===== src/rtl/core/assert_macros.svh =====
// ----------------------------------------------------------------------------
// assert_macros.svh
// concurrent assertion shorthands used by the core rtl
// ----------------------------------------------------------------------------
`ifndef ASSERT_MACROS_SVH
`define ASSERT_MACROS_SVH

// checked outside reset
`define ASSERT_CLK(label, prop, msg) \
   label: assert property (@(posedge clock) disable iff (reset) prop) else $error(msg);

// checked at every edge, reset included
`define ASSERT_ALWAYS(label, prop, msg) \
   label: assert property (@(posedge clock) prop) else $error(msg);

`endif


===== src/rtl/core/scpu_pkg.sv =====
// ----------------------------------------------------------------------------
// scpu_pkg
// types, codes and helpers for the dual-stack instruction core
// ----------------------------------------------------------------------------
package scpu_pkg;

   localparam int unsigned STACK_DEPTH = 32;
   localparam int unsigned PTR_WIDTH   = $clog2(STACK_DEPTH);
   localparam int unsigned WORD_WIDTH  = 16;
   localparam int unsigned PC_WIDTH    = 13;

   typedef logic [PTR_WIDTH-1:0]  ptr_type;
   typedef logic [WORD_WIDTH-1:0] word_type;
   typedef logic [PC_WIDTH-1:0]   pc_type;

   // instruction kind, bits 14..13 when bit 15 is clear
   localparam logic [1:0] KIND_JUMP  = 2'b00;
   localparam logic [1:0] KIND_CJUMP = 2'b01;
   localparam logic [1:0] KIND_CALL  = 2'b10;
   localparam logic [1:0] KIND_ALU   = 2'b11;

   // stack pointer deltas, signed two bits
   localparam logic [1:0] DELTA_NONE = 2'b00;
   localparam logic [1:0] DELTA_PUSH = 2'b01;
   localparam logic [1:0] DELTA_POP2 = 2'b10;
   localparam logic [1:0] DELTA_POP  = 2'b11;

   typedef enum logic [3:0] {
      OP_T      = 4'd0,
      OP_N      = 4'd1,
      OP_ADD    = 4'd2,
      OP_AND    = 4'd3,
      OP_OR     = 4'd4,
      OP_XOR    = 4'd5,
      OP_INV    = 4'd6,
      OP_EQ     = 4'd7,
      OP_LT     = 4'd8,
      OP_SHR    = 4'd9,
      OP_DEC    = 4'd10,
      OP_R      = 4'd11,
      OP_MEM    = 4'd12,
      OP_SHL    = 4'd13,
      OP_DEPTH  = 4'd14,
      OP_ULT    = 4'd15
   } alu_op_type;

   typedef struct packed {
      pc_type   pc;
      word_type t;
      ptr_type  dsp;
      ptr_type  rsp;
   } core_state_type;

   typedef struct packed {
      logic     en;
      ptr_type  ptr;
      word_type data;
   } stack_wr_type;

   // packed so that fetch_address lands in the lowest bits
   typedef struct packed {
      logic     io_read;
      word_type write_data;
      word_type write_address;
      logic     write_enable;
      word_type top_value;
      pc_type   fetch_address;
   } result_type;

   localparam int unsigned RESULT_WIDTH = $bits(result_type);

   // pointer step modulo the stack depth
   function automatic ptr_type move_ptr(ptr_type p, logic [1:0] delta);
      logic [PTR_WIDTH:0] add;
      logic [PTR_WIDTH:0] sum;
      unique case (delta)
         DELTA_NONE: add = '0;
         DELTA_PUSH: add = (PTR_WIDTH+1)'(1);
         DELTA_POP2: add = (PTR_WIDTH+1)'(STACK_DEPTH - 2);
         DELTA_POP:  add = (PTR_WIDTH+1)'(STACK_DEPTH - 1);
         default:    add = '0;
      endcase
      sum = {1'b0, p} + add;
      if (sum >= (PTR_WIDTH+1)'(STACK_DEPTH)) begin
         sum = sum - (PTR_WIDTH+1)'(STACK_DEPTH);
      end
      return sum[PTR_WIDTH-1:0];
   endfunction

   function automatic word_type depth_word(ptr_type rsp, ptr_type dsp);
      return WORD_WIDTH'((32'(rsp) << 8) | 32'(dsp));
   endfunction

endpackage


===== src/rtl/core/stack_cpu_instruction_step.sv =====
// ----------------------------------------------------------------------------
// stack_cpu_instruction_step
// dual-stack 16-bit core executing one instruction per transaction
// ----------------------------------------------------------------------------
// result path: the request is captured in the input register, then one pass of
//   decode/alu/stack logic feeds the result register
// throughput: one instruction per cycle while rsp_tready stays high; core state
//   and both stacks update in the cycle the instruction moves into the result register
// reset: synchronous, clears pc, t, both pointers, both stacks and handshakes
// ----------------------------------------------------------------------------
`include "assert_macros.svh"

module stack_cpu_instruction_step (
   input  logic        clock,
   input  logic        reset,
   input  logic        req_tvalid,
   output logic        req_tready,
   // reset_req[0], instruction[16:1], read_data[32:17], zero[39:33]
   input  logic [39:0] req_tdata,
   output logic        rsp_tvalid,
   input  logic        rsp_tready,
   // fetch_address[12:0], top_value[28:13], write_enable[29],
   // write_address[45:30], write_data[61:46], io_read[62], zero[63]
   output logic [63:0] rsp_tdata
);

   logic                     in_valid_ff;
   logic                     in_valid_in;
   logic                     reset_req_ff;
   scpu_pkg::word_type       instruction_ff;
   scpu_pkg::word_type       read_data_ff;
   logic                     out_valid_ff;
   logic                     out_valid_in;
   scpu_pkg::result_type     result_ff;
   scpu_pkg::core_state_type state_ff;
   scpu_pkg::core_state_type state_in;
   scpu_pkg::core_state_type state_next;
   scpu_pkg::result_type     result;
   scpu_pkg::stack_wr_type   dwr;
   scpu_pkg::stack_wr_type   rwr;
   scpu_pkg::stack_wr_type   dwr_gated;
   scpu_pkg::stack_wr_type   rwr_gated;
   scpu_pkg::word_type       n;
   scpu_pkg::word_type       r;
   logic                     advance;
   logic                     req_take;

   assign advance    = in_valid_ff && (!out_valid_ff || rsp_tready);
   assign req_tready = !in_valid_ff || advance;
   assign req_take   = req_tvalid && req_tready;

   assign in_valid_in  = req_take || (in_valid_ff && !advance);
   assign out_valid_in = advance || (out_valid_ff && !rsp_tready);
   assign state_in     = advance ? state_next : state_ff;

   always_ff @(posedge clock) begin
      if (reset) begin
         in_valid_ff  <= 1'b0;
         out_valid_ff <= 1'b0;
         state_ff     <= '0;
      end else begin
         in_valid_ff  <= in_valid_in;
         out_valid_ff <= out_valid_in;
         state_ff     <= state_in;
      end
   end

   always_ff @(posedge clock) begin
      if (req_take) begin
         reset_req_ff   <= req_tdata[0];
         instruction_ff <= req_tdata[16:1];
         read_data_ff   <= req_tdata[32:17];
      end
      if (advance) begin
         result_ff <= result;
      end
   end

   always_comb begin
      dwr_gated    = dwr;
      dwr_gated.en = dwr.en && advance;
      rwr_gated    = rwr;
      rwr_gated.en = rwr.en && advance;
   end

   scpu_stack u_dstack (
      .clock   (clock),
      .reset   (reset),
      .rd_ptr  (state_ff.dsp),
      .rd_data (n),
      .wr      (dwr_gated)
   );

   scpu_stack u_rstack (
      .clock   (clock),
      .reset   (reset),
      .rd_ptr  (state_ff.rsp),
      .rd_data (r),
      .wr      (rwr_gated)
   );

   scpu_exec u_exec (
      .reset_req   (reset_req_ff),
      .instruction (instruction_ff),
      .read_data   (read_data_ff),
      .state       (state_ff),
      .n           (n),
      .r           (r),
      .state_next  (state_next),
      .dwr         (dwr),
      .rwr         (rwr),
      .result      (result)
   );

   assign rsp_tvalid = out_valid_ff;
   assign rsp_tdata  = {1'b0, result_ff};

   `ASSERT_ALWAYS(a_ready_only_when_full, !req_tready |-> in_valid_ff,
      "request side stalled with an empty input register")

   `ASSERT_CLK(a_advance_fills_output, advance |=> rsp_tvalid,
      "executed instruction did not reach the result register")

   `ASSERT_CLK(a_reset_req_clears, advance && reset_req_ff |=>
      (state_ff == '0) && (rsp_tdata[28:0] == '0),
      "reset request did not clear pc and top of stack")

   `ASSERT_CLK(a_no_store_fields_idle, rsp_tvalid && !rsp_tdata[29] |->
      (rsp_tdata[61:30] == '0),
      "store address or data set without a write strobe")

endmodule


===== src/rtl/core/scpu_stack.sv =====
// ----------------------------------------------------------------------------
// scpu_stack
// stack register file: one read at the current pointer, one write port
// ----------------------------------------------------------------------------
module scpu_stack (
   input  logic                   clock,
   input  logic                   reset,
   input  scpu_pkg::ptr_type      rd_ptr,
   output scpu_pkg::word_type     rd_data,
   input  scpu_pkg::stack_wr_type wr
);

   scpu_pkg::word_type mem_ff [scpu_pkg::STACK_DEPTH];

   assign rd_data = mem_ff[rd_ptr];

   always_ff @(posedge clock) begin
      if (reset) begin
         for (int i = 0; i < int'(scpu_pkg::STACK_DEPTH); i++) begin
            mem_ff[i] <= '0;
         end
      end else if (wr.en) begin
         mem_ff[wr.ptr] <= wr.data;
      end
   end

endmodule


===== src/rtl/core/scpu_exec.sv =====
// ----------------------------------------------------------------------------
// scpu_exec
// instruction decode, alu and next-state logic for one instruction
// ----------------------------------------------------------------------------
module scpu_exec (
   input  logic                     reset_req,
   input  scpu_pkg::word_type       instruction,
   input  scpu_pkg::word_type       read_data,
   input  scpu_pkg::core_state_type state,
   input  scpu_pkg::word_type       n,
   input  scpu_pkg::word_type       r,
   output scpu_pkg::core_state_type state_next,
   output scpu_pkg::stack_wr_type   dwr,
   output scpu_pkg::stack_wr_type   rwr,
   output scpu_pkg::result_type     result
);

   scpu_pkg::pc_type         pc1;
   scpu_pkg::core_state_type upd;
   scpu_pkg::word_type       alu;
   scpu_pkg::word_type       rdat;
   scpu_pkg::word_type       t;
   scpu_pkg::alu_op_type     op;
   logic                     dw;
   logic                     rw;
   logic                     we;
   logic                     ior;

   assign t   = state.t;
   assign pc1 = state.pc + scpu_pkg::pc_type'(1);
   assign op  = scpu_pkg::alu_op_type'(instruction[11:8]);

   always_comb begin
      unique case (op)
         scpu_pkg::OP_T:     alu = t;
         scpu_pkg::OP_N:     alu = n;
         scpu_pkg::OP_ADD:   alu = t + n;
         scpu_pkg::OP_AND:   alu = t & n;
         scpu_pkg::OP_OR:    alu = t | n;
         scpu_pkg::OP_XOR:   alu = t ^ n;
         scpu_pkg::OP_INV:   alu = ~t;
         scpu_pkg::OP_EQ:    alu = {scpu_pkg::WORD_WIDTH{n == t}};
         scpu_pkg::OP_LT:    alu = {scpu_pkg::WORD_WIDTH{$signed(n) < $signed(t)}};
         scpu_pkg::OP_SHR:   alu = n >> t[3:0];
         scpu_pkg::OP_DEC:   alu = t - scpu_pkg::word_type'(1);
         scpu_pkg::OP_R:     alu = r;
         scpu_pkg::OP_MEM:   alu = read_data;
         scpu_pkg::OP_SHL:   alu = n << t[3:0];
         scpu_pkg::OP_DEPTH: alu = scpu_pkg::depth_word(state.rsp, state.dsp);
         scpu_pkg::OP_ULT:   alu = {scpu_pkg::WORD_WIDTH{n < t}};
         default:            alu = t;
      endcase
   end

   always_comb begin
      upd    = state;
      upd.pc = pc1;
      dw     = 1'b0;
      rw     = 1'b0;
      rdat   = t;
      we     = 1'b0;
      ior    = 1'b0;
      if (instruction[15]) begin
         // literal push
         upd.dsp = scpu_pkg::move_ptr(state.dsp, scpu_pkg::DELTA_PUSH);
         upd.t   = {1'b0, instruction[14:0]};
         dw      = 1'b1;
      end else begin
         unique case (instruction[14:13])
            scpu_pkg::KIND_JUMP: begin
               upd.pc = instruction[12:0];
            end
            scpu_pkg::KIND_CJUMP: begin
               upd.dsp = scpu_pkg::move_ptr(state.dsp, scpu_pkg::DELTA_POP);
               upd.t   = n;
               if (t == '0) begin
                  upd.pc = instruction[12:0];
               end
            end
            scpu_pkg::KIND_CALL: begin
               upd.rsp = scpu_pkg::move_ptr(state.rsp, scpu_pkg::DELTA_PUSH);
               upd.pc  = instruction[12:0];
               rw      = 1'b1;
               rdat    = scpu_pkg::word_type'(pc1);
            end
            scpu_pkg::KIND_ALU: begin
               upd.dsp = scpu_pkg::move_ptr(state.dsp, instruction[1:0]);
               upd.rsp = scpu_pkg::move_ptr(state.rsp, instruction[3:2]);
               upd.t   = alu;
               dw      = instruction[7];
               rw      = instruction[6];
               we      = instruction[5];
               ior     = (op == scpu_pkg::OP_MEM) && (t[15:14] != 2'b00);
               if (instruction[12]) begin
                  upd.pc = r[12:0];
               end
            end
            default: begin
               upd.pc = pc1;
            end
         endcase
      end
   end

   // stacks are cleared only by the module reset, not by reset_req, so their writes go ahead on reset_req
   assign state_next = reset_req ? '0 : upd;

   assign dwr.en   = dw;
   assign dwr.ptr  = upd.dsp;
   assign dwr.data = t;
   assign rwr.en   = rw;
   assign rwr.ptr  = upd.rsp;
   assign rwr.data = rdat;

   assign result.fetch_address = state_next.pc;
   assign result.top_value     = state_next.t;
   assign result.write_enable  = we;
   assign result.write_address = we ? t : '0;
   assign result.write_data    = we ? n : '0;
   assign result.io_read       = ior;

endmodule

===== config.mk =====
export PLATFORM = sky130hd
export DESIGN_NAME = stack_cpu_instruction_step
export DESIGN_NICKNAME = d
export VERILOG_FILES = /design/src/rtl/core/scpu_pkg.sv /design/src/rtl/core/stack_cpu_instruction_step.sv /design/src/rtl/core/scpu_stack.sv /design/src/rtl/core/scpu_exec.sv
export VERILOG_INCLUDE_DIRS = /design/src /design/src/rtl/core
export SDC_FILE = /design/constraint.sdc
export NUM_CORES = 2
export LEC_CHECK = 0
export ABC_AREA = 1
export BUFFER_PORTS_ARGS = -buffer_cell sky130_fd_sc_hd__buf_2
export CORE_UTILIZATION = 50
export DETAILED_ROUTE_END_ITERATION = 8
export PLACE_DENSITY = 0.68
export SLEW_MARGIN = 40
export SYNTH_ARGS = -nofsm -noshare
export SYNTH_HDL_FRONTEND = slang
export SYNTH_SLANG_ARGS = --single-unit

===== constraint.sdc =====
create_clock -name clock -period 3.65 [get_ports clock]
set_input_delay 0.73 -clock clock [delete_from_list [all_inputs] [get_ports clock]]
set_output_delay 0.73 -clock clock [all_outputs]
set_load 0.05 [all_outputs]

Yosys cells after proc, flatten, opt, wreduce, memory -nomap -nowiden

Memories as Yosys holds them, arrays and structs flattened. A register that Yosys moved wholly into a read port is not among the register bits.
Index checks and enable logic that the tools add are counted.

Memories: 2
RAM bits: 1024
Word-level logic and storage cells: 147
Bits in registers: 137

Multiplexer cells: 52
Bitwise logic cells: 6
Add/subtract/negate cells: 13
$lt $le $gt $ge: 7
Shift-type cells: 2
Equal/unequal tests: 25
Reductions and logical operators: 25

Memory list:

| name            | words | bits a word | rd ports | clocked after Yosys merged registers in | write ports | RTL line         | RTL |
|---|---|---|---|---|---|---|---|
| u_dstack.mem_ff | 32    | 16          | 1        | 1                                       | 32          | scpu_stack.sv:13 | `scpu_pkg::word_type mem_ff [scpu_pkg::STACK_DEPTH];` |
| u_rstack.mem_ff | 32    | 16          | 1        | 1                                       | 32          | scpu_stack.sv:13 |  |

Operator list:

| kind                                                               | count |
|---|---|
| 16-bit one-hot mux with 16 select lines                            | 1 |
| 16-bit two-way mux                                                 | 4 |
| 5-bit two-way mux                                                  | 12 |
| 6-bit two-way mux                                                  | 9 |
| 6-bit one-hot mux with 4 select lines                              | 2 |
| 21-bit one-hot mux with 2 select lines                             | 1 |
| 13-bit two-way mux                                                 | 3 |
| 39-bit two-way mux                                                 | 1 |
| 13-bit one-hot mux with 3 select lines                             | 1 |
| 4-bit == test, second input constant                               | 8 |
| 16-bit less-than comparator                                        | 2 |
| 16-bit OR reduction                                                | 2 |
| 5-bit by 6-bit adder with 6-bit output                             | 5 |
| 6-bit >= comparator, second input constant                         | 5 |
| 5-bit by 1-bit subtractor with 5-bit output, second input constant | 5 |
| 21-bit two-way mux                                                 | 1 |
| 16-bit adder                                                       | 1 |
| 16-bit AND                                                         | 1 |
| 16-bit == test                                                     | 1 |
| 4-bit by 3-bit == test with 1-bit output, second input constant    | 4 |
| 16-bit zero test                                                   | 1 |
| 16-bit inverter                                                    | 1 |
| 16-bit OR                                                          | 1 |
| 16-bit by 4-bit << shifter with 16-bit output                      | 1 |
| 20 further kinds                                                   | 57 |

Longest topological paths before layout

Word-level depth: 12
Depth in mapped cells: 38

Cells and area by module

Synthesis repeated with hierarchy kept, for this count alone.

Cell total of the unflattened synthesis: 6653
Area, all modules: 59046.6 sq um

By module, submodules not included:

| module                     | cells each | times used | sequential area each (sq um) | area an instance (sq um) |
|---|---|---|---|---|
| scpu_stack (u_rstack)      | 2423       | 1          | 15374.7                      | 23481.3 |
| scpu_stack (u_dstack)      | 2423       | 1          | 15374.7                      | 23480.0 |
| scpu_exec                  | 1436       | 1          | 0.0                          | 7283.2 |
| stack_cpu_instruction_step | 371        | 1          | 3703.6                       | 4802.1 |

Worst setup path after synthesis

OpenSTA, ideal clock, no wires.

Path type: register to register
Start: register (tool-made name)
End: register result_ff (netlist bit rsp_tdata[28]) (data pin)
Required time: 3398 ps
Setup time: 252 ps
Cell stages (with the launch flop): 38
Buffers on the path: 3
Arrival: 3692 ps
Path slack: -294 ps
Period minus slack after synthesis: 3944 ps
Path through: dfxtp_1 > buf_6 > inv_4 > buf_6 > buf_2 > nand2_1 > nand3_1 > nand3_1 > nand2_1 > nand2_1 > nand3_1 > nand2_2 > ha_1 > inv_1 > nor2_2 > inv_2 > nor2_2 > nand2_1 > (+2 left out) > nor3_2 > o22ai_1 > ha_1 > nand2_1 > nor2_1 > nand4_1 > o2111ai_1 > nand3_1 > nand2_1 > a21o_1 > a21oi_1 > nand3_1 > nand3_1 > nand2_1 > nand2_1 > nand2_1 > nand2_1 > inv_1

RTL lines:

| element                | RTL line                         | RTL |
|---|---|---|
| end signal: assignment | stack_cpu_instruction_step.sv:75 | `result_ff <= result;` |
| end: declaration       | stack_cpu_instruction_step.sv:34 | `scpu_pkg::result_type result_ff;` |

==> flow_metrics.env <==
export IMPL_status="finished with violations"
export IMPL_violations="negative setup slack"
export IMPL_min_period_ns=4.60
export IMPL_cts_tree="done"
export IMPL_synthXorXnorAreaFrac=0.00232
export IMPL_critPathLaunchType="register"
export IMPL_fill_cells=9338
export IMPL_fin_cells=7908
export IMPL_cts_buffers=119
export IMPL_netlist_area_um2=56600
export IMPL_p_leak_uw=0.0258
export IMPL_grt_pass1_vias=44500
export IMPL_period_share=1.26
export IMPL_slowest_delay_ns=0.39
export IMPL_cts_root_buf="clkbuf_16"
export IMPL_grt_pass1_wl_um=284000
export IMPL_skew_ns=0.0580
export IMPL_cp_num_buf_inv=10
export IMPL_grt_max_degree=86
export IMPL_tightest_slew_ns=0.801
export IMPL_synth_seq_area_share=0.613
export IMPL_synthTopCellsByArea="edfxtp_1, nor2_1, nand2_1"
export IMPL_fp_dieH_um=338
export IMPL_synth_edf_count=1120
export IMPL_port_buffers=101
export IMPL_drv_cap=0
export IMPL_clkTransAtPathRegs_ns=0.06
export IMPL_synth_top_area_cell="edfxtp_1"
export IMPL_synth_compound_area_frac=0.0814
export IMPL_worst_path_max_fanout=6
export IMPL_area_growth_pct=19.8
export IMPL_nNetsFinal=6430
export IMPL_drt_initial_drc_count=6624
export IMPL_critPathKind="register to register"
export IMPL_peakVddDrop_uv=446
export IMPL_wl_um=194000
export IMPL_clk_latency_ns=0.76
export IMPL_finalHoldViolCount=0
export IMPL_arrival_ns=5.10
export IMPL_grt_setup_unrepaired="yes"
export IMPL_crit_family="simple AND/OR/NAND/NOR gates"
export IMPL_overflow=0
export IMPL_ctsHoldBuffers=0
export IMPL_cts_max_level=3
export IMPL_dr_pass1_iters=6
export IMPL_drc_errors=0
export IMPL_setup_viol=32
export IMPL_fmax_ghz=0.218
export IMPL_dp_cells=7621
export IMPL_antenna_found_initial=3
export IMPL_ys_ff_latch=1171
export IMPL_hold_path_class="primary input to register"
export IMPL_yosysWarningCount=0
export IMPL_coreArea_um2=112000
export IMPL_ys_types=57
export IMPL_synth_main_ff_cell="edfxtp_1"
export IMPL_clock_sinks=1171
export IMPL_cp_required_ns=4.16
export IMPL_wl_per_cell_um=24.5
export IMPL_viasPerCell=6.02
export IMPL_drive_gt1_frac=0.191
export IMPL_dieArea_um2=114000
export IMPL_avgSynthCellArea_um2=9.48
export IMPL_max_slew_margin=0.466
export IMPL_totalPowerFinal_uw=31700
export IMPL_antenna_left=0
export IMPL_crit_slowest_cell="dfxtp_4"
export IMPL_rows=123
export IMPL_synth_mux_area_frac=0
export IMPL_synthCells=5968
export IMPL_fp_dieW_um=338
export IMPL_synth_top_family_by_area="simple AND/OR/NAND/NOR gates"
export IMPL_place_congestion=1.08
export IMPL_synth_top_area_share=0.595
export IMPL_utilization=0.603
export IMPL_synth_async_sr_flop_share=0
export IMPL_initial_core_util=0.503
export IMPL_cts_buffer_depth=3
export IMPL_setup_ws_ns=-0.946
export IMPL_pwr_density_cell_nw_per_um2=468
export IMPL_crit_top_cell="nand2_1"
export IMPL_syn_num_nets=6093
export IMPL_slew_violations=0
export IMPL_dp_hpwl_um=126000
export IMPL_yosys_area_share_adder=0.0183
export IMPL_grt_usage=0.330
export IMPL_end_kind="register"
export IMPL_pin_count=110
export IMPL_vias=47600
export IMPL_final_area_um2=67700
export IMPL_placedInstanceArea_um2=61900
export IMPL_fin_hold_ws_ns=0.152
export IMPL_synthSimpleGateAreaFrac=0.237
==> where the power goes <==
part	internal, µW	leakage [µW]	switching, µW
sequential	15200	0.0119	189
clock	6770	0.00188	5410
combinational	1340	0.0120	2860
total	23300	0.0258	8460
==> path summary, 6_finish.rpt <==
path	startpoint	end	slack (ns)	cells after the start
max	register	rsp_tdata[25]	-0.95	37
min	req_tdata[18]	read_data_ff[1]	0.15	1
max reg2reg	register	rsp_tdata[25]	-0.95	37
min reg2reg	in_valid_ff	rsp_tvalid	0.48	2
==> routing by layer <==
layer	GRT usage	up-vias	wire length (µm)
met3	0.0614	471	21800
met1	0.466	23000	76700
li1	-	21100	-
met2	0.500	2977	86200
met5	0	-	13
met4	0.139	2	9230
==> flip-flops by register name, indices dropped and copies added (netlist names), named ones only <==
register         cells
rsp_tvalid           1
u_rstack.mem_ff    512
state_ff            39
u_dstack.mem_ff    512
read_data_ff        16
reset_req_ff         1
rsp_tdata           63
instruction_ff      16
in_valid_ff          1
==> final cells by class <==
| cell class | count | area [µm²] | area share |
|---|---|---|---|
| multi-input cells | 4175 | 20700 | 0.305 |
| diodes | 1 | 2.50 | 0.0000369 |
| inverters | 174 | 707 | 0.0104 |
| well taps | 1500 | 1880 | 0.0277 |
| flip-flops and latches | 1171 | 34700 | 0.512 |
| clock buffers | 150 | 3190 | 0.0470 |
| repair inverters | 3 | 36.3 | 0.000536 |
| repair buffers | 661 | 5890 | 0.0869 |
| clock inverters | 73 | 698 | 0.0103 |
==> per-stage QoR <==
step	setup WS, ns	setup TNS, ns
CTS	-0.760	-19.51
global placement	-1.05	-27.60
finish	-0.946	-24.61
global route	-1.13	-31.29
floorplan	-0.228	-1.00
detailed placement	-1.08	-28.71
==> synthesized netlist by cell type (all sizes together), types with 26 or more instances <==
cell type,n
o21ai,431
edfxtp,1120
buf,211
dfxtp,51
nand3,553
clkbuf,237
nand2,1201
o22ai,37
nor2,1484
ha,78
a21oi,114
inv,160
nand4,26
o221ai,108
==> cell families (layout without fill, tap and decap cells) <==
group	Yosys count	count (layout)
simple gates	3301	3301
flops	1171	1171
compound gates	777	777
buf+inv	622	1061
fa+ha+maj	81	81
xor+xnor	15	15
other cells	1	2
==> cells in the final DEF, fill, tap and decap left out, types with 8 or more instances in the layout <==
cell,n
xor2_1,11
bufinv_16,8
a21oi_1,97
nand2_4,50
clkbuf_16,122
nand3_2,53
o21ai_1,33
clkinv_2,23
buf_2,101
nand3_1,498
o21ai_4,14
nand2_1,1026
o221ai_1,107
ha_1,66
ha_4,12
nand4_1,26
a211oi_1,8
edfxtp_1,1120
nor2_1,1449
dfxtp_1,45
inv_1,129
buf_4,455
nor3_1,9
clkinv_1,38
inv_2,22
buf_12,68
a22oi_1,13
o22ai_1,36
nor2_4,8
nand2_2,125
nor2_2,27
o21ai_2,10
a21oi_2,14
clkbuf_1,23
o21ai_0,374
o211ai_1,24
buf_6,21
==> what timing repair did <==
item                                    CTS  global route
pin swaps                                73            69
gates cloned                             11             2
resized for setup                       151           178
endpoints found under the setup margin   32          1360
buffers inserted                         25            26
(Power assumes the default switching activity.)
